[src/sv/gdu_pkg.sv]
`timescale 1ns / 1ps
// gdu_pkg: shared types, codes and constants for the genotype dosage unpacker.
// No dependencies.
package gdu_pkg;

  localparam int DEF_MAX_SAMPLES    = 1048576;
  localparam int DEF_FREQ_FRAC_BITS = 16;
  localparam int NUM_SAMPLES_W      = 21;
  localparam int INDEX_W            = 20;
  localparam int FREQ_W             = 16;
  localparam int LANES              = 4;

  // register index (paddr[2])
  localparam logic REG_NUM_SAMPLES   = 1'b0;
  localparam logic REG_ALLOW_MISSING = 1'b1;

  // 2-bit genotype codes
  localparam logic [1:0] CODE_HOM_A = 2'b00;
  localparam logic [1:0] CODE_MISS  = 2'b01;
  localparam logic [1:0] CODE_HET   = 2'b10;
  localparam logic [1:0] CODE_HOM_B = 2'b11;

  typedef struct packed {
    logic [1:0] dos;
    logic       miss;
  } lane_t;

  typedef lane_t [LANES-1:0] lane_vec_t;

  // front-to-back queue status
  typedef struct packed {
    logic      valid;
    lane_vec_t lanes;
  } queue_head_t;

  typedef struct packed {
    logic [1:0]         dos;
    logic               miss;
    logic [INDEX_W-1:0] idx;
    logic               eol;
    logic               status;
    logic [FREQ_W-1:0]  freq;
  } result_t;

  typedef enum logic {
    ST_RUN,
    ST_DIV
  } back_state_t;

  function automatic lane_t decode_code(input logic [1:0] code, input logic swap);
    lane_t l;
    l.dos  = 2'd0;
    l.miss = 1'b0;
    case (code)
      CODE_HOM_A: l.dos  = swap ? 2'd2 : 2'd0;
      CODE_MISS:  l.miss = 1'b1;
      CODE_HET:   l.dos  = 2'd1;
      CODE_HOM_B: l.dos  = swap ? 2'd0 : 2'd2;
      default:    l.dos  = 2'd0;
    endcase
    return l;
  endfunction

endpackage

[src/sv/gdu_front.sv]
`timescale 1ns / 1ps
// gdu_front: accepts packed genotype bytes, decodes the four codes into
// dosage lanes and holds them in a two-entry queue. Uses gdu_pkg.
module gdu_front (
  input  logic                clk,
  input  logic                rst,
  input  logic                push,
  output logic                full,
  input  logic [7:0]          geno_byte,
  input  logic                swap_alleles,
  output gdu_pkg::queue_head_t head,
  input  logic                deq
);

  gdu_pkg::lane_vec_t entries [2];
  logic               wr_ptr;
  logic               rd_ptr;
  logic [1:0]         count;
  gdu_pkg::lane_vec_t decoded;
  logic               do_push;
  logic               do_pop;

  always_comb begin
    for (int k = 0; k < gdu_pkg::LANES; k++) begin
      decoded[k] = gdu_pkg::decode_code(geno_byte[2*k +: 2], swap_alleles);
    end
  end

  assign full       = (count == 2'd2);
  assign do_push    = push && !full;
  assign do_pop     = deq && (count != 2'd0);
  assign head.valid = (count != 2'd0);
  assign head.lanes = entries[rd_ptr];

  always_ff @(posedge clk) begin
    if (do_push) begin
      entries[wr_ptr] <= decoded;
    end
  end

  always_ff @(posedge clk) begin
    if (rst) begin
      wr_ptr <= 1'b0;
      rd_ptr <= 1'b0;
      count  <= 2'd0;
    end else begin
      if (do_push) wr_ptr <= !wr_ptr;
      if (do_pop) rd_ptr <= !rd_ptr;
      case ({do_push, do_pop})
        2'b10:   count <= count + 2'd1;
        2'b01:   count <= count - 2'd1;
        default: count <= count;
      endcase
    end
  end

endmodule

[src/sv/gdu_div.sv]
`timescale 1ns / 1ps
// gdu_div: restoring divider, one quotient bit per cycle, for (m << FRAC) / den
// with m < den. Does not use gdu_pkg; self-contained.
module gdu_div #(
  parameter int NW   = 21,
  parameter int FRAC = 16
) (
  input  logic            clk,
  input  logic            rst,
  input  logic            start,
  input  logic [NW-1:0]   m,
  input  logic [NW:0]     den,
  output logic            busy,
  output logic [FRAC-1:0] q
);

  localparam int CNT_W = $clog2(FRAC + 1);

  logic [NW:0]      rem;
  logic [NW:0]      den_r;
  logic [CNT_W-1:0] cnt;
  logic [NW+1:0]    shifted;
  logic             ge;

  assign shifted = {rem, 1'b0};
  assign ge      = shifted >= {1'b0, den_r};

  always_ff @(posedge clk) begin
    if (start) begin
      rem   <= {1'b0, m};
      den_r <= den;
    end else if (busy) begin
      rem <= ge ? (NW+1)'(shifted - {1'b0, den_r}) : (NW+1)'(shifted);
      q   <= {q[FRAC-2:0], ge};
    end
  end

  always_ff @(posedge clk) begin
    if (rst) begin
      busy <= 1'b0;
      cnt  <= '0;
    end else if (start) begin
      busy <= 1'b1;
      cnt  <= CNT_W'(FRAC);
    end else if (busy) begin
      cnt <= cnt - CNT_W'(1);
      if (cnt == CNT_W'(1)) busy <= 1'b0;
    end
  end

endmodule

[src/sv/gdu_back.sv]
`timescale 1ns / 1ps
// gdu_back: walks the decoded lanes one sample per cycle unless stalled by the
// divider or the result register, keeps the locus count, dosage sum and reject
// flag, drives the divider and the result register. Uses gdu_pkg.
module gdu_back #(
  parameter int NW   = 21,
  parameter int FRAC = 16
) (
  input  logic                 clk,
  input  logic                 rst,
  input  logic [NW-1:0]        n,
  input  logic                 allow_missing,
  input  gdu_pkg::queue_head_t head,
  output logic                 deq,
  output logic                 div_start,
  output logic [NW-1:0]        div_m,
  output logic [NW:0]          div_den,
  input  logic                 div_busy,
  input  logic [FRAC-1:0]      div_q,
  output gdu_pkg::result_t     res,
  output logic                 res_valid,
  input  logic                 res_take
);

  localparam int TW = NW + 1;

  gdu_pkg::back_state_t state, state_next;
  logic [1:0]           lane_idx;
  logic [NW-1:0]        sample_count;
  logic [TW-1:0]        dosage_total;
  logic                 locus_rejected;
  gdu_pkg::result_t     pend;

  gdu_pkg::lane_t   lane;
  logic             last;
  logic [TW-1:0]    total_new;
  logic             rej_new;
  logic             need_emit;
  logic             need_div;
  logic             out_free;
  logic             fire;
  logic             load_res;
  gdu_pkg::result_t res_new;
  gdu_pkg::result_t res_div;
  logic [TW-1:0]    n_ext;
  logic [TW-1:0]    m_clip;
  logic [TW-1:0]    m_fold;

  assign out_free = !res_valid || res_take;
  assign lane     = head.lanes[lane_idx];
  assign last     = ({1'b0, sample_count} + TW'(1)) >= {1'b0, n};
  assign n_ext    = {1'b0, n};
  assign div_den  = {n, 1'b0};

  always_comb begin
    total_new = dosage_total + TW'(lane.dos);
    rej_new   = lane.miss && !allow_missing;
    need_emit = locus_rejected ? last : 1'b1;
    need_div  = !locus_rejected && last && !rej_new;
    m_clip    = (total_new > div_den) ? div_den : total_new;
    m_fold    = (m_clip > n_ext) ? (div_den - m_clip) : m_clip;
    div_m     = NW'(m_fold);

    fire = (state == gdu_pkg::ST_RUN) && head.valid && (need_div || !need_emit || out_free);
    deq       = fire && (last || (lane_idx == 2'd3));
    div_start = fire && need_div;

    res_new.idx    = gdu_pkg::INDEX_W'(sample_count);
    res_new.eol    = last;
    res_new.freq   = '0;
    if (locus_rejected) begin
      res_new.dos    = 2'd0;
      res_new.miss   = 1'b0;
      res_new.status = 1'b1;
    end else begin
      res_new.dos    = lane.dos;
      res_new.miss   = lane.miss;
      res_new.status = rej_new;
    end

    // closing result of an accepted locus, frequency from the divider
    res_div      = pend;
    res_div.freq = gdu_pkg::FREQ_W'(div_q);

    state_next = state;
    load_res   = 1'b0;
    case (state)
      gdu_pkg::ST_RUN: begin
        if (fire && need_div) state_next = gdu_pkg::ST_DIV;
        else if (fire && need_emit) load_res = 1'b1;
      end
      gdu_pkg::ST_DIV: begin
        if (!div_busy && out_free) begin
          state_next = gdu_pkg::ST_RUN;
        end
      end
      default: state_next = gdu_pkg::ST_RUN;
    endcase
  end

  always_ff @(posedge clk) begin
    if (rst) state <= gdu_pkg::ST_RUN;
    else     state <= state_next;
  end

  always_ff @(posedge clk) begin
    if (div_start) pend <= res_new;
    if (load_res) begin
      res <= res_new;
    end else if (state == gdu_pkg::ST_DIV && !div_busy && out_free) begin
      res <= res_div;
    end
  end

  always_ff @(posedge clk) begin
    if (rst) begin
      res_valid      <= 1'b0;
      lane_idx       <= 2'd0;
      sample_count   <= '0;
      dosage_total   <= '0;
      locus_rejected <= 1'b0;
    end else begin
      if (load_res || (state == gdu_pkg::ST_DIV && !div_busy && out_free)) begin
        res_valid <= 1'b1;
      end else if (res_take) begin
        res_valid <= 1'b0;
      end
      if (fire) begin
        lane_idx <= deq ? 2'd0 : lane_idx + 2'd1;
        if (last) begin
          sample_count   <= '0;
          dosage_total   <= '0;
          locus_rejected <= 1'b0;
        end else begin
          sample_count <= sample_count + NW'(1);
          if (!locus_rejected) begin
            dosage_total   <= total_new;
            locus_rejected <= rej_new;
          end
        end
      end
    end
  end

endmodule

[src/sv/genotype_dosage_unpacker.sv]
`timescale 1ns / 1ps
// genotype_dosage_unpacker: top level with the APB register file; ties the
// front queue, the back sequencer and the divider. Uses gdu_pkg, gdu_front,
// gdu_back, gdu_div.
//
// Usage:
//  - Input queue: drive geno_byte/swap_alleles and raise push while full is
//    low. Each byte carries four 2-bit codes, lowest pair = first sample.
//  - Result queue: while empty is low the oldest result sits on dosage,
//    is_missing, sample_index, end_of_locus, locus_status and minor_freq;
//    pop takes it. Each request yields up to four results, one per sample
//    still inside the locus (after a reject, only the closing one); codes
//    past the last sample are dropped.
//  - Config (APB, byte addr 0: num_samples, 4: allow_missing) is written
//    by the user only while no locus work is pending; the block does not
//    enforce this. pready is tied high.
//  - Throughput: one result per cycle from the back sequencer while the
//    divider is idle and the receiver keeps up. An accepted locus's last
//    sample waits in the restoring divider (one quotient bit per cycle).
//  - Path: queue entry written at the accepting edge, then result register.
//  - The two-entry front queue keeps taking bytes while the back side
//    divides or the receiver stalls; full rises once both entries are held.
//  - Reset (synchronous, rst high) empties both queues, clears the locus
//    count, sum and reject flag, and sets num_samples=1, allow_missing=0.
module genotype_dosage_unpacker #(
  parameter int MAX_SAMPLES    = gdu_pkg::DEF_MAX_SAMPLES,
  parameter int FREQ_FRAC_BITS = gdu_pkg::DEF_FREQ_FRAC_BITS
) (
  input  logic        clk,
  input  logic        rst,
  // input queue
  input  logic        push,
  output logic        full,
  input  logic [7:0]  geno_byte,
  input  logic        swap_alleles,
  // result queue
  output logic        empty,
  input  logic        pop,
  output logic [1:0]  dosage,
  output logic        is_missing,
  output logic [19:0] sample_index,
  output logic        end_of_locus,
  output logic        locus_status,
  output logic [15:0] minor_freq,
  // config port
  input  logic        psel,
  input  logic        penable,
  input  logic        pwrite,
  input  logic [2:0]  paddr,
  input  logic [31:0] pwdata,
  output logic [31:0] prdata,
  output logic        pready
);

  // width of the effective sample count, holds MAX_SAMPLES itself
  localparam int NW = $clog2(MAX_SAMPLES + 1);
  localparam int CW = (NW > gdu_pkg::NUM_SAMPLES_W) ? NW : gdu_pkg::NUM_SAMPLES_W;

  logic [gdu_pkg::NUM_SAMPLES_W-1:0] num_samples;
  logic                              allow_missing;
  logic                              cfg_wr;
  logic [CW-1:0]                     ns_ext;
  logic [NW-1:0]                     n_eff;

  gdu_pkg::queue_head_t head;
  logic                 deq;
  logic                 div_start;
  logic [NW-1:0]        div_m;
  logic [NW:0]          div_den;
  logic                 div_busy;
  logic [FREQ_FRAC_BITS-1:0] div_q;
  gdu_pkg::result_t     res;
  logic                 res_valid;

  // ---- register file ----
  assign pready = 1'b1;
  assign cfg_wr = psel && penable && pwrite && pready;

  always_ff @(posedge clk) begin
    if (rst) begin
      num_samples   <= gdu_pkg::NUM_SAMPLES_W'(1);
      allow_missing <= 1'b0;
    end else if (cfg_wr) begin
      case (paddr[2])
        gdu_pkg::REG_NUM_SAMPLES:   num_samples   <= pwdata[gdu_pkg::NUM_SAMPLES_W-1:0];
        gdu_pkg::REG_ALLOW_MISSING: allow_missing <= pwdata[0];
        default: ;
      endcase
    end
  end

  always_comb begin
    case (paddr[2])
      gdu_pkg::REG_NUM_SAMPLES:   prdata = 32'(num_samples);
      gdu_pkg::REG_ALLOW_MISSING: prdata = 32'(allow_missing);
      default:                    prdata = '0;
    endcase
  end

  // zero counts as one sample, anything above the maximum is clamped
  always_comb begin
    ns_ext = CW'(num_samples);
    if (ns_ext == '0) begin
      n_eff = NW'(1);
    end else if (ns_ext > CW'(MAX_SAMPLES)) begin
      n_eff = NW'(MAX_SAMPLES);
    end else begin
      n_eff = NW'(ns_ext);
    end
  end

  // ---- datapath ----
  gdu_front u_front (
    .clk          (clk),
    .rst          (rst),
    .push         (push),
    .full         (full),
    .geno_byte    (geno_byte),
    .swap_alleles (swap_alleles),
    .head         (head),
    .deq          (deq)
  );

  gdu_back #(
    .NW   (NW),
    .FRAC (FREQ_FRAC_BITS)
  ) u_back (
    .clk           (clk),
    .rst           (rst),
    .n             (n_eff),
    .allow_missing (allow_missing),
    .head          (head),
    .deq           (deq),
    .div_start     (div_start),
    .div_m         (div_m),
    .div_den       (div_den),
    .div_busy      (div_busy),
    .div_q         (div_q),
    .res           (res),
    .res_valid     (res_valid),
    .res_take      (pop)
  );

  gdu_div #(
    .NW   (NW),
    .FRAC (FREQ_FRAC_BITS)
  ) u_div (
    .clk   (clk),
    .rst   (rst),
    .start (div_start),
    .m     (div_m),
    .den   (div_den),
    .busy  (div_busy),
    .q     (div_q)
  );

  assign empty        = !res_valid;
  assign dosage       = res.dos;
  assign is_missing   = res.miss;
  assign sample_index = res.idx;
  assign end_of_locus = res.eol;
  assign locus_status = res.status;
  assign minor_freq   = res.freq;

endmodule

[config.mk]
export PLATFORM = sky130hd
export DESIGN_NAME = genotype_dosage_unpacker
export DESIGN_NICKNAME = d
export VERILOG_FILES = /design/src/sv/gdu_pkg.sv /design/src/sv/gdu_front.sv /design/src/sv/gdu_div.sv /design/src/sv/gdu_back.sv /design/src/sv/genotype_dosage_unpacker.sv
export SDC_FILE = /design/constraint.sdc
export NUM_CORES = 1
export LEC_CHECK = 0
export BUFFER_PORTS_ARGS = -buffer_cell sky130_fd_sc_hd__buf_2
export CAP_MARGIN = 20
export CELL_PAD_IN_SITES_DETAIL_PLACEMENT = 0
export CELL_PAD_IN_SITES_GLOBAL_PLACEMENT = 1
export CORE_MARGIN = 8
export CORE_UTILIZATION = 47
export DETAILED_ROUTE_END_ITERATION = 10
export PLACE_DENSITY_LB_ADDON = 0.1
export SLEW_MARGIN = 10
export SYNTH_ARGS = -nofsm -noshare
export SYNTH_HDL_FRONTEND = slang
export SYNTH_HIERARCHICAL = 1
export SYNTH_SLANG_ARGS = --single-unit
export TNS_END_PERCENT = 5
[constraint.sdc]
create_clock -name clk -period 9.3 [get_ports clk]
set_clock_uncertainty 0.15 [all_clocks]
set_input_delay 1.86 -clock clk [delete_from_list [all_inputs] [get_ports clk]]
set_output_delay 1.86 -clock clk [all_outputs]
set_load 0.05 [all_outputs]
# After elaboration in Yosys (flattened, before gate mapping)
# Memory sizes are Yosys's and may differ from the RTL's. A register that Yosys moved wholly into a read port is not among the register bits.
# Index checks and enable logic that the tools add are counted.
# totals
reg_bits,205
latch_bits,0
ramBits,24
romBits,0
input_bits,51
output_inout_bits,76
elab_cells,158
memories,1
# op_classes
addsub,9
multipliers,0
div,0
magnitude_cmp,6
n_eq_ne,18
shift,0
muxes,48
bitwise,3
n_reduce_logical,44
# mem_list
name,depth,width,read_ports,rd_clocked_by_memory_dff,wr,line,source
u_front.entries,2,12,1,1,1,gdu_front.sv:15,gdu_pkg::lane_vec_t entries [2];
# op_table
operator,count
two-way mux 21 bit,6
two-way mux 22 bit,4
two-way mux 41 bit,2
case mux 32 bit (2 select lines),1
case mux 2 bit (3 select lines),4
greater-or-equal comparator 23 x 22 -> 1 bit,1
adder 21 x 1 -> 22 bit (second input constant),1
adder 22 x 2 -> 22 bit,1
equality test 2 bit (second input constant),11
greater-or-equal comparator 22 x 21 -> 1 bit,1
greater-than comparator 22 x 21 -> 1 bit,1
greater-than comparator 22 bit,1
subtractor 22 bit,1
adder 21 x 1 -> 21 bit (second input constant),1
greater-than comparator 21 bit (second input constant),1
zero test 21 bit,1
two-way mux 1 bit,21
subtractor 21 bit,1
logical AND 1 bit,15
equality test 2 x 1 -> 1 bit (second input constant),5
two-way mux 5 bit,2
nonzero test 2 bit,5
zero test 1 bit,9
zero test 2 bit,4
15 further kinds,28

# Longest topological paths before layout
# Gate-level depths: netlist (run 1).
# depth
word_depth,15
ltp_mapped,38
mapped_depth_nobuf,33

# Cells and area by module
# Netlist (run 1), hierarchy kept.
# modules_own_cells
mod,instances,cells_each,area_each_um2,seq_area_each_um2
gdu_back,1,1038,8757.1,2782.7
gdu_div,1,376,3962.6,1911.8
genotype_dosage_unpacker,1,165,1218.7,440.4
gdu_front,1,87,1202.4,820.8

# Least setup slack after synthesis (run 1)
# OpenSTA, ideal clock, no wires.
# synth_timing
kind,register to register
from,register u_back.sample_count[0]
to,"register u_div.rem[5], data pin"
setup_ns,0.425
t_arrival_ns,7.765
required_time_ns,8.725
setup_slack_ns,0.960
path_stages_with_launch,21
n_path_buf,3
synth_period_minus_slack_ns,8.340
path_cell_list,dfxtp_1 > ha_1 > and3_1 > nand3_1 > nor2_1 > and3_1 > clkbuf_1 > nand3_1 > xnor2_1 > ha_1 > o2111ai_1 > o21ai_0 > a31oi_1 > o21ai_0 > a21oi_1 > clkbuf_1 > nor3_1 > inv_1 > clkbuf_8 > o211ai_1 > o311ai_1
# synth_via
elab_chain_cells,9
# synth_lines
item,line,source
"start, declared",gdu_back.sv:29,logic [NW-1:0] sample_count;
"start signal, assigned",gdu_back.sv:135,sample_count <= sample_count + NW'(1);
adder 21 x 1 -> 22 bit (*),gdu_back.sv:51,"assign last = ({1'b0, sample_count} + TW'(1)) >= {1'b0, n};"
greater-or-equal comparator 22 x 21 -> 1 bit (*),gdu_back.sv:51,
two-way mux 1 bit / logical AND 1 bit (equally long branches),"gdu_back.sv:58, gdu_back.sv:59",
zero test 1 bit / logical AND 1 bit (equally long branches),"gdu_back.sv:64, gdu_back.sv:59",
logical OR 1 bit (2 in series),gdu_back.sv:64,fire = (state == gdu_pkg::ST_RUN) && head.valid && (need_div || !need_emit || out_free);
logical AND 1 bit,gdu_back.sv:64,
logical AND 1 bit (*),gdu_back.sv:66,div_start = fire && need_div;
net div_start,genotype_dosage_unpacker.sv:67,logic div_start;
two-way mux 21 bit (*),gdu_div.sv:29,if (start) begin
"end signal, assigned",gdu_div.sv:30,"rem <= {1'b0, m};"
"end signal, assigned",gdu_div.sv:33,"rem <= ge ? (NW+1)'(shifted - {1'b0, den_r}) : (NW+1)'(shifted);"
"end, declared",gdu_div.sv:19,logic [NW:0] rem;
# Mark *: on every way through the listed nets, which the timed path passes. The rest lies on a longest branch.
# A chain may end at the register's enable or synchronous reset.

==> results of run 1 <==
==> final cells by class <==
cell class,count,area share
clock buffer,40,0.04876
timing repair buffer,137,0.04719
inverter,93,0.02165
sequential,231,0.3554
multi-input combinational,1243,0.4935
clock inverter,6,0.003435
tap,402,0.03002
==> how the worst max path moves through the flow <==
stage                      startpoint            end  slack, ns  cells past startpoint
2_1_floorplan  u_back/sample_count[0]   u_div/rem[5]       0.96                     20
3_3_place_gp                 register  u_div/rem[20]       0.61                     32
3_5_place_dp                 register   u_div/rem[2]       0.63                     32
4_1_cts                      register   u_div/rem[2]       0.60                     32
5_1_grt                      register   u_div/rem[5]       0.14                     35
6_report                     register  u_div/rem[20]       0.63                     31
==> layout by cell type (no fill, tap or decap), types with 7 or more instances in the layout <==
cell type / count
sky130_fd_sc_hd__nand3_1: 42
sky130_fd_sc_hd__clkbuf_16: 29
sky130_fd_sc_hd__nand3b_1: 7
sky130_fd_sc_hd__mux2i_1: 16
sky130_fd_sc_hd__xnor2_1: 46
sky130_fd_sc_hd__mux2_2: 18
sky130_fd_sc_hd__and4_1: 9
sky130_fd_sc_hd__nor2b_1: 55
sky130_fd_sc_hd__buf_4: 34
sky130_fd_sc_hd__a22o_1: 27
sky130_fd_sc_hd__nor4_1: 8
sky130_fd_sc_hd__xor2_1: 26
sky130_fd_sc_hd__o211ai_2: 12
sky130_fd_sc_hd__nor2_1: 112
sky130_fd_sc_hd__nand2_1: 218
sky130_fd_sc_hd__and2_1: 9
sky130_fd_sc_hd__nand2b_1: 12
sky130_fd_sc_hd__nand4_1: 16
sky130_fd_sc_hd__inv_1: 90
sky130_fd_sc_hd__a311oi_1: 10
sky130_fd_sc_hd__buf_2: 101
sky130_fd_sc_hd__o31ai_1: 13
sky130_fd_sc_hd__conb_1: 13
sky130_fd_sc_hd__or3_1: 9
sky130_fd_sc_hd__o21ai_0: 86
sky130_fd_sc_hd__o21a_1: 14
sky130_fd_sc_hd__a211oi_1: 12
sky130_fd_sc_hd__edfxtp_1: 133
sky130_fd_sc_hd__dfxtp_1: 98
sky130_fd_sc_hd__a31oi_1: 24
sky130_fd_sc_hd__ha_1: 100
sky130_fd_sc_hd__and3_1: 11
sky130_fd_sc_hd__nor3_1: 24
sky130_fd_sc_hd__o22ai_1: 9
sky130_fd_sc_hd__a21oi_1: 127
sky130_fd_sc_hd__a21o_1: 19
sky130_fd_sc_hd__o211ai_1: 13
sky130_fd_sc_hd__o21ai_1: 7
==> per-stage QoR <==
| stage | instances | utilization |
|---|---|---|
| global placement | 2104 | 0.5010 |
| CTS | 2150 | 0.5286 |
| detailed placement | 2104 | 0.5010 |
| global route | 2152 | 0.5297 |
| finish | 2152 | 0.5297 |
| floorplan | 1676 | - |
==> metal layers <==
metal / global-route usage / wire, um
met1: 0.2982 / 19860
met2: 0.3316 / 18420
met3: 0.02356 / 1760
met4: 0.03425 / 578
met5: 0 / 0
==> where the power goes <==
group | internal [mW] | leakage, nW | switching [mW]
registers | 1.46 | 2.05 | 0.119
clock network | 0.629 | 0.430 | 0.402
logic | 1.38 | 4.27 | 2.47
total | 3.46 | 6.74 | 2.99
==> flip-flops by register name (all words and copies together), names as in the netlist, named ones only <==
register,cells
u_back/sample_count,21
u_back/locus_rejected,1
u_front/entries,24
ns_ext,21
u_div/rem,22
u_back/res_valid,1
u_back/pend,25
u_div/q,16
u_front/count,2
u_back/lane_idx,2
allow_missing,1
u_back/state,1
u_front/wr_ptr,1
u_div/den_r,22
u_front/rd_ptr,1
u_back/dosage_total,22
u_div/cnt,5
u_div/busy,1
u_back/res,41
==> worst max-delay path, delay by kind of cell (launching register included) <==
family,cells,cell delay (ns)
compound gates,12,3.08
simple gates,9,1.87
fa+ha+maj,5,1.33
flops,1,0.65
mux,2,0.54
xor+xnor,1,0.39
buf+inv,2,0.37
==> cell families (layout without fill, tap and decap cells) <==
family	Yosys count	after routing
compound gates	441	441
xor+xnor	77	77
fa+ha+maj	104	104
buf+inv	202	276
flops	231	231
mux	37	37
other cells	3	13
simple gates	571	571
==> cell usage after synthesis, types with 24 or more instances <==
library cell / count
sky130_fd_sc_hd__nor2b_1: 55
sky130_fd_sc_hd__xnor2_1: 46
sky130_fd_sc_hd__xor2_1: 26
sky130_fd_sc_hd__a22o_1: 27
sky130_fd_sc_hd__o21ai_0: 87
sky130_fd_sc_hd__nor2_1: 114
sky130_fd_sc_hd__a31oi_1: 24
sky130_fd_sc_hd__ha_1: 100
sky130_fd_sc_hd__inv_1: 90
sky130_fd_sc_hd__edfxtp_1: 133
sky130_fd_sc_hd__a21oi_1: 129
sky130_fd_sc_hd__dfxtp_1: 98
sky130_fd_sc_hd__nand3_1: 42
sky130_fd_sc_hd__clkbuf_1: 46
sky130_fd_sc_hd__nor3_1: 26
sky130_fd_sc_hd__buf_4: 34
sky130_fd_sc_hd__nand2_1: 219
==> what timing repair did <==
item                       4_1_cts  5_1_grt
resized for setup                0        2
setup endpoints to repair        0        4
buffers inserted                 0        0
==> results_dict.tcl, run 1 <==
set metrics [dict create \
    run_status "finished, final reports clean" \
    r2r-end "u_div/rem[20]" \
    p_total_mw 6.450 \
    final_antenna_net_count 0 \
    slowest_stage "sky130_fd_sc_hd__dfxtp_1" \
    yosysTopAreaCellShare 0.2638 \
    worst_case_setup_margin_in_the_final_layout_ns 0.6309 \
    final-seq-area_mm2 0.005956 \
    io_pins 127 \
    post_synth_and_or_nand_nor_area_fraction 0.1826 \
    grt_util_all_layers 0.2063 \
    core-area_mm2 0.03164 \
    antenna_found_initial 0 \
    ctsHtreeMaxLevel 1 \
    drt_pre_antenna_iters 5 \
    timing.final.setup_violations 0 \
    final_layout_size_suffix_gt1_frac 0.1526 \
    vias_in_the_first_global_route 11713 \
    fmax_mhz 115.4 \
    multi_input_comb_area_mm2 0.008270 \
    ys_seq_elements 231 \
    grt_first_pass_wirelength_um 64950 \
    dominantRegCellSynth "sky130_fd_sc_hd__edfxtp_1" \
    synth_compound_area_frac 0.1958 \
    ctsRootBufferMaster "sky130_fd_sc_hd__clkbuf_16" \
    ff2ff_path_depth 31 \
    postCtsHoldBufs 0 \
    drtIter0Drc 783 \
    setup_repair_after_global_routing_missed_its_margin "no" \
    layout_min_cycle_time_ns 8.669 \
    clkLatencyLatePin_ns 0.53 \
    setup.reg_to_reg.worst_slack_ns 0.63 \
    yosys.area_share.xor_xnor 0.04776 \
    gp_congestion 0.8591 \
    final_design_area_no_fill_mm2 0.01676 \
    period_share 0.9322 \
    synth-adder-area-share 0.08669 \
    synth_mux_area_frac 0.02843 \
    cts.sink_count 231 \
    synthArstFlopShare 0 \
    rows 65 \
    final_max_slew_viol_count 0 \
    post_synth_num_cell_types 116 \
    holdWs_ns 0.2986 \
    timing.critical_path.arrival_ns 8.77 \
    leakage_component_of_the_power_nw 6.743 \
    min_delay_worst_endpoint "u_back/res[4]" \
    critPathMostFrequentCell "sky130_fd_sc_hd__ha_1" \
    setup-tns-final_ns 0 \
    clk_pin_slew_ns 0.06 \
    power_density_mw_per_mm2 384.9 \
    hold_path_startpoint "u_back/res[4]" \
    synth_edf_count 133 \
    cp_data_required_time_ns 9.41 \
    floorplan.initialDensity 0.4786 \
    synth_top_family_by_area "compound AO/OA/AOI/OAI gates" \
    placedInstanceArea_mm2 0.01585 \
    worst-path-max-fanout 14 \
    viasPerCell 5.719 \
    startpoint_type "register" \
    detail_route.wl_per_cell_um 18.88 \
    min_delay_path_depth 2 \
    grt_start_max_net_pins 67 \
    die_area_mm2 0.03821 \
    io_buffers 101 \
    detail_route.drc_violations 0 \
    critical_path_max_stage_delay_ns 0.65 \
    pre_cts_slack_ns 0.6284 \
    largest_cells_by_area_after_synthesis "sky130_fd_sc_hd__edfxtp_1, sky130_fd_sc_hd__dfxtp_1, sky130_fd_sc_hd__ha_1" \
    overall_die_height_um 195.5 \
    areaGrowthSynthToFinish_pct 10.68 \
    synthDominantAreaCellType "sky130_fd_sc_hd__edfxtp_1" \
    antennaDiodeCount 0 \
    synth_area_per_cell_um2 9.088 \
    hold_path_class "register to register" \
    mappedNetlistArea_mm2 0.01514 \
    numCtsBuffers 26 \
    hold_violations 0 \
    synthesis.instances 1666 \
    drv.max_cap_violation_count 0 \
    die_w_um 195.5 \
    end_kind "register" \
    worst_slew_pin_slew_ns 0.9789 \
    tritoncts "done" \
    via_count 12308 \
    critical_path_class "register to register" \
    dpl.hpwl_um 30530 \
    final_net_count 1885 \
    fillers 3010 \
    clockBufferDepth 3 \
    grt.overflow.total 0 \
    slew_headroom 0.3465 \
    vdd_drop_max_mv 0.1998 \
    synth_seq_area_share 0.3934 \
    synthesis.yosys.warnings 6 \
    routed_wirelength_um 40620 \
]
Power figures use the tool's default switching activity.
==> inputs of run 2 (changes only) <==
Settings changed: CORE_ASPECT_RATIO from default to 0.9.
==> run 2 against run 1 <==
- design area down 0.42%
- sequential share of layout area grew 0.16 points
- critical path depth rose by 3
- largest power group unchanged
- final cell count rose by 0.51%
==> results_dict.tcl, run 2 (synthesis results as in run 1) <==
set metrics [dict create \
    top_layer_used "met4" \
    slew_headroom 0.3053 \
    detail_route.wl_per_cell_um 19.06 \
    vias_in_the_first_global_route 11673 \
    routed_wirelength_um 41220 \
    fmax_mhz 117.1 \
    cp_data_required_time_ns 9.41 \
    hold_violations 0 \
    worst_case_setup_margin_in_the_final_layout_ns 0.7568 \
    ctsRootBufferMaster "sky130_fd_sc_hd__clkbuf_16" \
    final_max_slew_viol_count 0 \
    fillers 3017 \
    clkLatencyLatePin_ns 0.53 \
    final_design_area_no_fill_mm2 0.01669 \
    critical_path_class "register to register" \
    antenna_found_initial 0 \
    layout_top_registers "u_back/res: 41 flops, u_back/pend: 25 flops, u_front/entries: 24 flops" \
    gp_congestion 0.8720 \
    io_pins 127 \
    drv.max_cap_violation_count 0 \
    clk_pin_slew_ns 0.06 \
    rows 62 \
    grt_first_pass_wirelength_um 64940 \
    tritoncts "done" \
    holdWs_ns 0.2984 \
    flip_flop_count_of_the_largest_register_after_layout 41 \
    worst-path-max-fanout 26 \
    hold_path_class "register to register" \
    drtIter0Drc 911 \
    power_density_mw_per_mm2 388.3 \
    final_antenna_net_count 0 \
    vdd_drop_max_mv 0.3133 \
    instances_no_fill 2163 \
    areaGrowthSynthToFinish_pct 10.21 \
    die_area_mm2 0.03822 \
    slowest_stage "sky130_fd_sc_hd__nor4_2" \
    highest_count_cells_in_the_layout_ignoring_fill_and_taps "sky130_fd_sc_hd__nand2_1, sky130_fd_sc_hd__edfxtp_1, sky130_fd_sc_hd__a21oi_1, sky130_fd_sc_hd__nor2_1, sky130_fd_sc_hd__buf_2" \
    cts.sink_count 231 \
    die_w_um 205.2 \
    core-area_mm2 0.03181 \
    detail_route.drc_violations 0 \
    antennaDiodeCount 0 \
    final_layout_size_suffix_gt1_frac 0.1494 \
    critical_path_max_stage_delay_ns 0.50 \
    floorplan.initialDensity 0.4760 \
    grt_util_all_layers 0.2102 \
    final_net_count 1881 \
    setup-tns-final_ns 0 \
    viasPerCell 5.699 \
    routed_wire_length_on_met3_um 2038 \
    leakage_component_of_the_power_nw 6.679 \
    regMostFlops "u_back/res" \
    placedInstanceArea_mm2 0.01588 \
    io_buffers 101 \
    startpoint_type "register" \
    timing.critical_path.arrival_ns 8.65 \
    period_share 0.9186 \
    overall_die_height_um 186.3 \
    wl_met1_um 20070 \
    final_core_utilization 0.5247 \
    pre_cts_slack_ns 0.5341 \
    p_total_mw 6.479 \
    numCtsBuffers 25 \
    grt.overflow.total 0 \
    end_kind "register" \
    grt_start_max_net_pins 52 \
    postCtsHoldBufs 0 \
    drt_pre_antenna_iters 5 \
    dp.cells 2116 \
    ctsHtreeMaxLevel 1 \
    layout_min_cycle_time_ns 8.543 \
    dr_wl_met2_um 18400 \
    final_common_cell "sky130_fd_sc_hd__nand2_1" \
    via_count 12328 \
    setup_repair_after_global_routing_missed_its_margin "no" \
    run_status "finished, final reports clean" \
    worst_slew_pin_slew_ns 1.040 \
    clockBufferDepth 3 \
    dpl.hpwl_um 31160 \
    timing.final.setup_violations 0 \
]
[run 2: changes by cell type in the layout (fill, tap and decap cells not counted), moves of 2 or more]
cell                         delta
sky130_fd_sc_hd__clkinv_1       +3
sky130_fd_sc_hd__buf_4          -4
sky130_fd_sc_hd__clkbuf_16      -4
sky130_fd_sc_hd__clkbuf_8       -4
sky130_fd_sc_hd__buf_12         +2
sky130_fd_sc_hd__clkinvlp_4     +2
[run 2: final cells by class]
cell class,instances,area [um^2],share of cell area
sequential,231,5957,0.3570
inverter,93,362.8,0.02174
multi-input combinational,1243,8268,0.4955
clock inverter,14,131.4,0.007873
clock buffer,32,661.9,0.03966
tap,416,520.5,0.03119
timing repair buffer,134,785.8,0.04709
[run 2: worst paths after layout]
check        depth (start not counted)  slack [ns]             end      startpoint
max                                 34        0.76   u_div/rem[10]        register
max reg2reg                         34        0.76   u_div/rem[10]        register
min                                  2        0.30  u_back/res[11]  u_back/res[11]
min reg2reg                          2        0.30  u_back/res[11]  u_back/res[11]
[run 2: metal layers]
metal | vias up | global-route usage
li1 | 6107 | -
met1 | 5900 | 0.3075
met2 | 275 | 0.3268
met3 | 46 | 0.03030
met4 | 0 | 0.04429
met5 | - | 0
[run 2: where the power goes]
group          switching (mW)  internal [mW]
clock                   0.407          0.560
combinational            2.51           1.42
sequential              0.122           1.46
[run 2: repair_timing]
| action | in CTS | in global routing |
|---|---|---|
| endpoints found under the hold margin | 0 | 0 |
| setup endpoints to repair | 0 | 6 |
| buffers inserted | 0 | 0 |
| gates resized for setup | 0 | 3 |
[run 2: critical path: cells and delay by family (launching register included)]
kind | cells | cell delay (ns)
buffers and inverters | 4 | 0.88
flip-flops | 1 | 0.49
multiplexers | 2 | 0.48
adder cells (fa/ha/maj) | 4 | 1.24
AO/OA/AOI/OAI | 9 | 1.46
AND/OR/NAND/NOR | 14 | 3.23
XOR/XNOR | 1 | 0.33
==> inputs of run 3 (changes only) <==
--- a/config.mk
+++ b/config.mk
@@ -6,5 +6,4 @@
 export NUM_CORES = 1
 export LEC_CHECK = 0
-export BUFFER_PORTS_ARGS = -buffer_cell sky130_fd_sc_hd__buf_2
 export CAP_MARGIN = 20
 export CELL_PAD_IN_SITES_DETAIL_PLACEMENT = 0
@@ -12,6 +11,7 @@
 export CORE_ASPECT_RATIO = 0.9
 export CORE_MARGIN = 8
-export CORE_UTILIZATION = 47
+export CORE_UTILIZATION = 50
 export DETAILED_ROUTE_END_ITERATION = 10
+export DONT_BUFFER_PORTS = 1
 export PLACE_DENSITY_LB_ADDON = 0.1
 export SLEW_MARGIN = 10
@@ -20,3 +20,2 @@
 export SYNTH_HIERARCHICAL = 1
 export SYNTH_SLANG_ARGS = --single-unit
-export TNS_END_PERCENT = 5
--- a/constraint.sdc
+++ b/constraint.sdc
@@ -3,3 +3,3 @@
 set_input_delay 1.86 -clock clk [delete_from_list [all_inputs] [get_ports clk]]
 set_output_delay 1.86 -clock clk [all_outputs]
-set_load 0.05 [all_outputs]
+set_load 0.02 [all_outputs]
==> run 3 against run 2 <==
- maximum frequency shrank 1.0%
- flip-flop and latch count unchanged
- first-iteration DRC count fell by 13%
- clock power increased by 12%
- wire length decreased by 4.6%
- critical path type unchanged
- largest power group unchanged
- highest routed layer unchanged
==> results_dict.tcl, run 3 (synthesis results as in run 1) <==
set metrics [dict create \
    timing.critical_path.arrival_ns 8.75 \
    final_max_slew_viol_count 0 \
    die_area_mm2 0.03611 \
    netSwitchingFraction 0.4468 \
    dpl.hpwl_um 29450 \
    startpoint_type "register" \
    cp_data_required_time_ns 9.42 \
    flip_flop_count_of_the_largest_register_after_layout 41 \
    antennaDiodeCount 0 \
    end_kind "register" \
    vdd_drop_max_mv 0.1592 \
    drt_pre_antenna_iters 5 \
    p_total_mw 6.226 \
    final_core_utilization 0.5446 \
    layout_top_registers "u_back/res: 41 flops, u_back/pend: 25 flops, u_front/entries: 24 flops" \
    grt_util_all_layers 0.2110 \
    tritoncts "done" \
    gp_congestion 0.9012 \
    netSwitchingPower_mw 2.782 \
    critical_path_max_stage_delay_ns 0.53 \
    detail_route.drc_violations 0 \
    instances_no_fill 2052 \
    core-area_mm2 0.02988 \
    viasPerCell 5.826 \
    leakage_component_of_the_power_nw 6.278 \
    drv.max_cap_violation_count 0 \
    power_frac_comb 0.556 \
    worst_slew_pin_slew_ns 1.001 \
    setup_repair_after_global_routing_missed_its_margin "no" \
    antenna_found_initial 0 \
    critical_path_class "register to register" \
    floorplan.initialDensity 0.5067 \
    setup-tns-final_ns 0 \
    period_share 0.9280 \
    rows 60 \
    run_status "finished, final reports clean" \
    cts.sink_count 231 \
    io_pins 127 \
    io_buffers 0 \
    vias_in_the_first_global_route 11152 \
    final_common_cell "sky130_fd_sc_hd__nand2_1" \
    pwr-share-seq 0.271 \
    timing.final.setup_violations 0 \
    via_count 11954 \
    regMostFlops "u_back/res" \
    clockBufferDepth 3 \
    pre_cts_slack_ns 0.7170 \
    dp.cells 2003 \
    numCtsBuffers 26 \
    power_density_mw_per_mm2 382.6 \
    areaGrowthSynthToFinish_pct 7.479 \
    postCtsHoldBufs 0 \
    clk_pin_slew_ns 0.06 \
    pwr-share-clk 0.174 \
    detail_route.wl_per_cell_um 19.17 \
    die_w_um 199.4 \
    internal-power_mw 3.444 \
    final_layout_size_suffix_gt1_frac 0.09945 \
    routed_wirelength_um 39330 \
    ctsHtreeMaxLevel 1 \
    final_antenna_net_count 0 \
    layout_min_cycle_time_ns 8.630 \
    highest_count_cells_in_the_layout_ignoring_fill_and_taps "sky130_fd_sc_hd__nand2_1, sky130_fd_sc_hd__edfxtp_1, sky130_fd_sc_hd__a21oi_1, sky130_fd_sc_hd__nor2_1, sky130_fd_sc_hd__ha_1" \
    worst-path-max-fanout 12 \
    ctsRootBufferMaster "sky130_fd_sc_hd__clkbuf_16" \
    hold_path_class "register to register" \
    grt_start_max_net_pins 66 \
    clkLatencyLatePin_ns 0.53 \
    drtIter0Drc 797 \
    fillers 2758 \
    slew_headroom 0.3327 \
    final_net_count 1782 \
    hold_violations 0 \
    overall_die_height_um 181.1 \
    worst_case_setup_margin_in_the_final_layout_ns 0.6695 \
    grt.overflow.total 0 \
    slowest_stage "sky130_fd_sc_hd__mux4_2" \
    grt_first_pass_wirelength_um 61760 \
    fmax_mhz 115.9 \
]
-- run 3: layout make-up --
class / count / area [um^2] / share of cell area
inverter: 93 / 362.8 / 0.02230
clock inverter: 12 / 151.4 / 0.009303
clock buffer: 36 / 760.7 / 0.04675
tap: 403 / 504.2 / 0.03099
timing repair buffer: 34 / 270.3 / 0.01661
sequential: 231 / 5957 / 0.3661
multi-input combinational: 1243 / 8267 / 0.5080
-- run 3: power by group through the flow --
stage	combinational [mW]	clock [mW]	sequential, mW
4_1_cts	3.40	1.11	1.70
6_report	3.46	1.08	1.69
2_1_floorplan	2.54	0	1.66
3_3_place_gp	3.32	0	1.71
5_1_grt	3.81	1.14	1.72
3_5_place_dp	3.38	0	1.72
-- run 3: routing by layer --
metal,global-route usage,wire [um]
met1,0.3187,19810
met5,0,0
met4,0.04088,615
met3,0.02879,1904
met2,0.3170,17000
-- run 3: final timing paths --
kind | start | to | slack (ns) | depth (start not counted)
worst min-delay path | u_div/q[8] | u_div/q[9] | 0.30 | 0
worst max-delay path | register | u_div/rem[20] | 0.67 | 32
worst min register to register | u_div/q[8] | u_div/q[9] | 0.30 | 0
worst max register to register | register | u_div/rem[20] | 0.67 | 32
-- run 3: stage by stage --
stage	instance area [um^2]	hold WS, ns
2_1_floorplan	15180	0.2564
3_3_place_gp	15330	0.2859
4_1_cts	16260	0.3015
5_1_grt	16270	0.3172
3_5_place_dp	15340	0.2905
6_report	16270	0.3035
-- run 3: timing repair --
| action | in CTS | in global routing |
|---|---|---|
| setup endpoints to repair | 0 | 3 |
| gates resized for setup | 0 | 1 |
| setup buffers | 0 | 0 |
-- run 3: worst max-delay path: cells and delay by family (launching register included) --
family | cells | cell delay, ns
xor+xnor | 1 | 0.35
compound gates | 13 | 2.91
mux | 2 | 0.91
fa+ha+maj | 4 | 1.08
simple gates | 9 | 1.92
buf+inv | 3 | 0.54
flops | 1 | 0.50
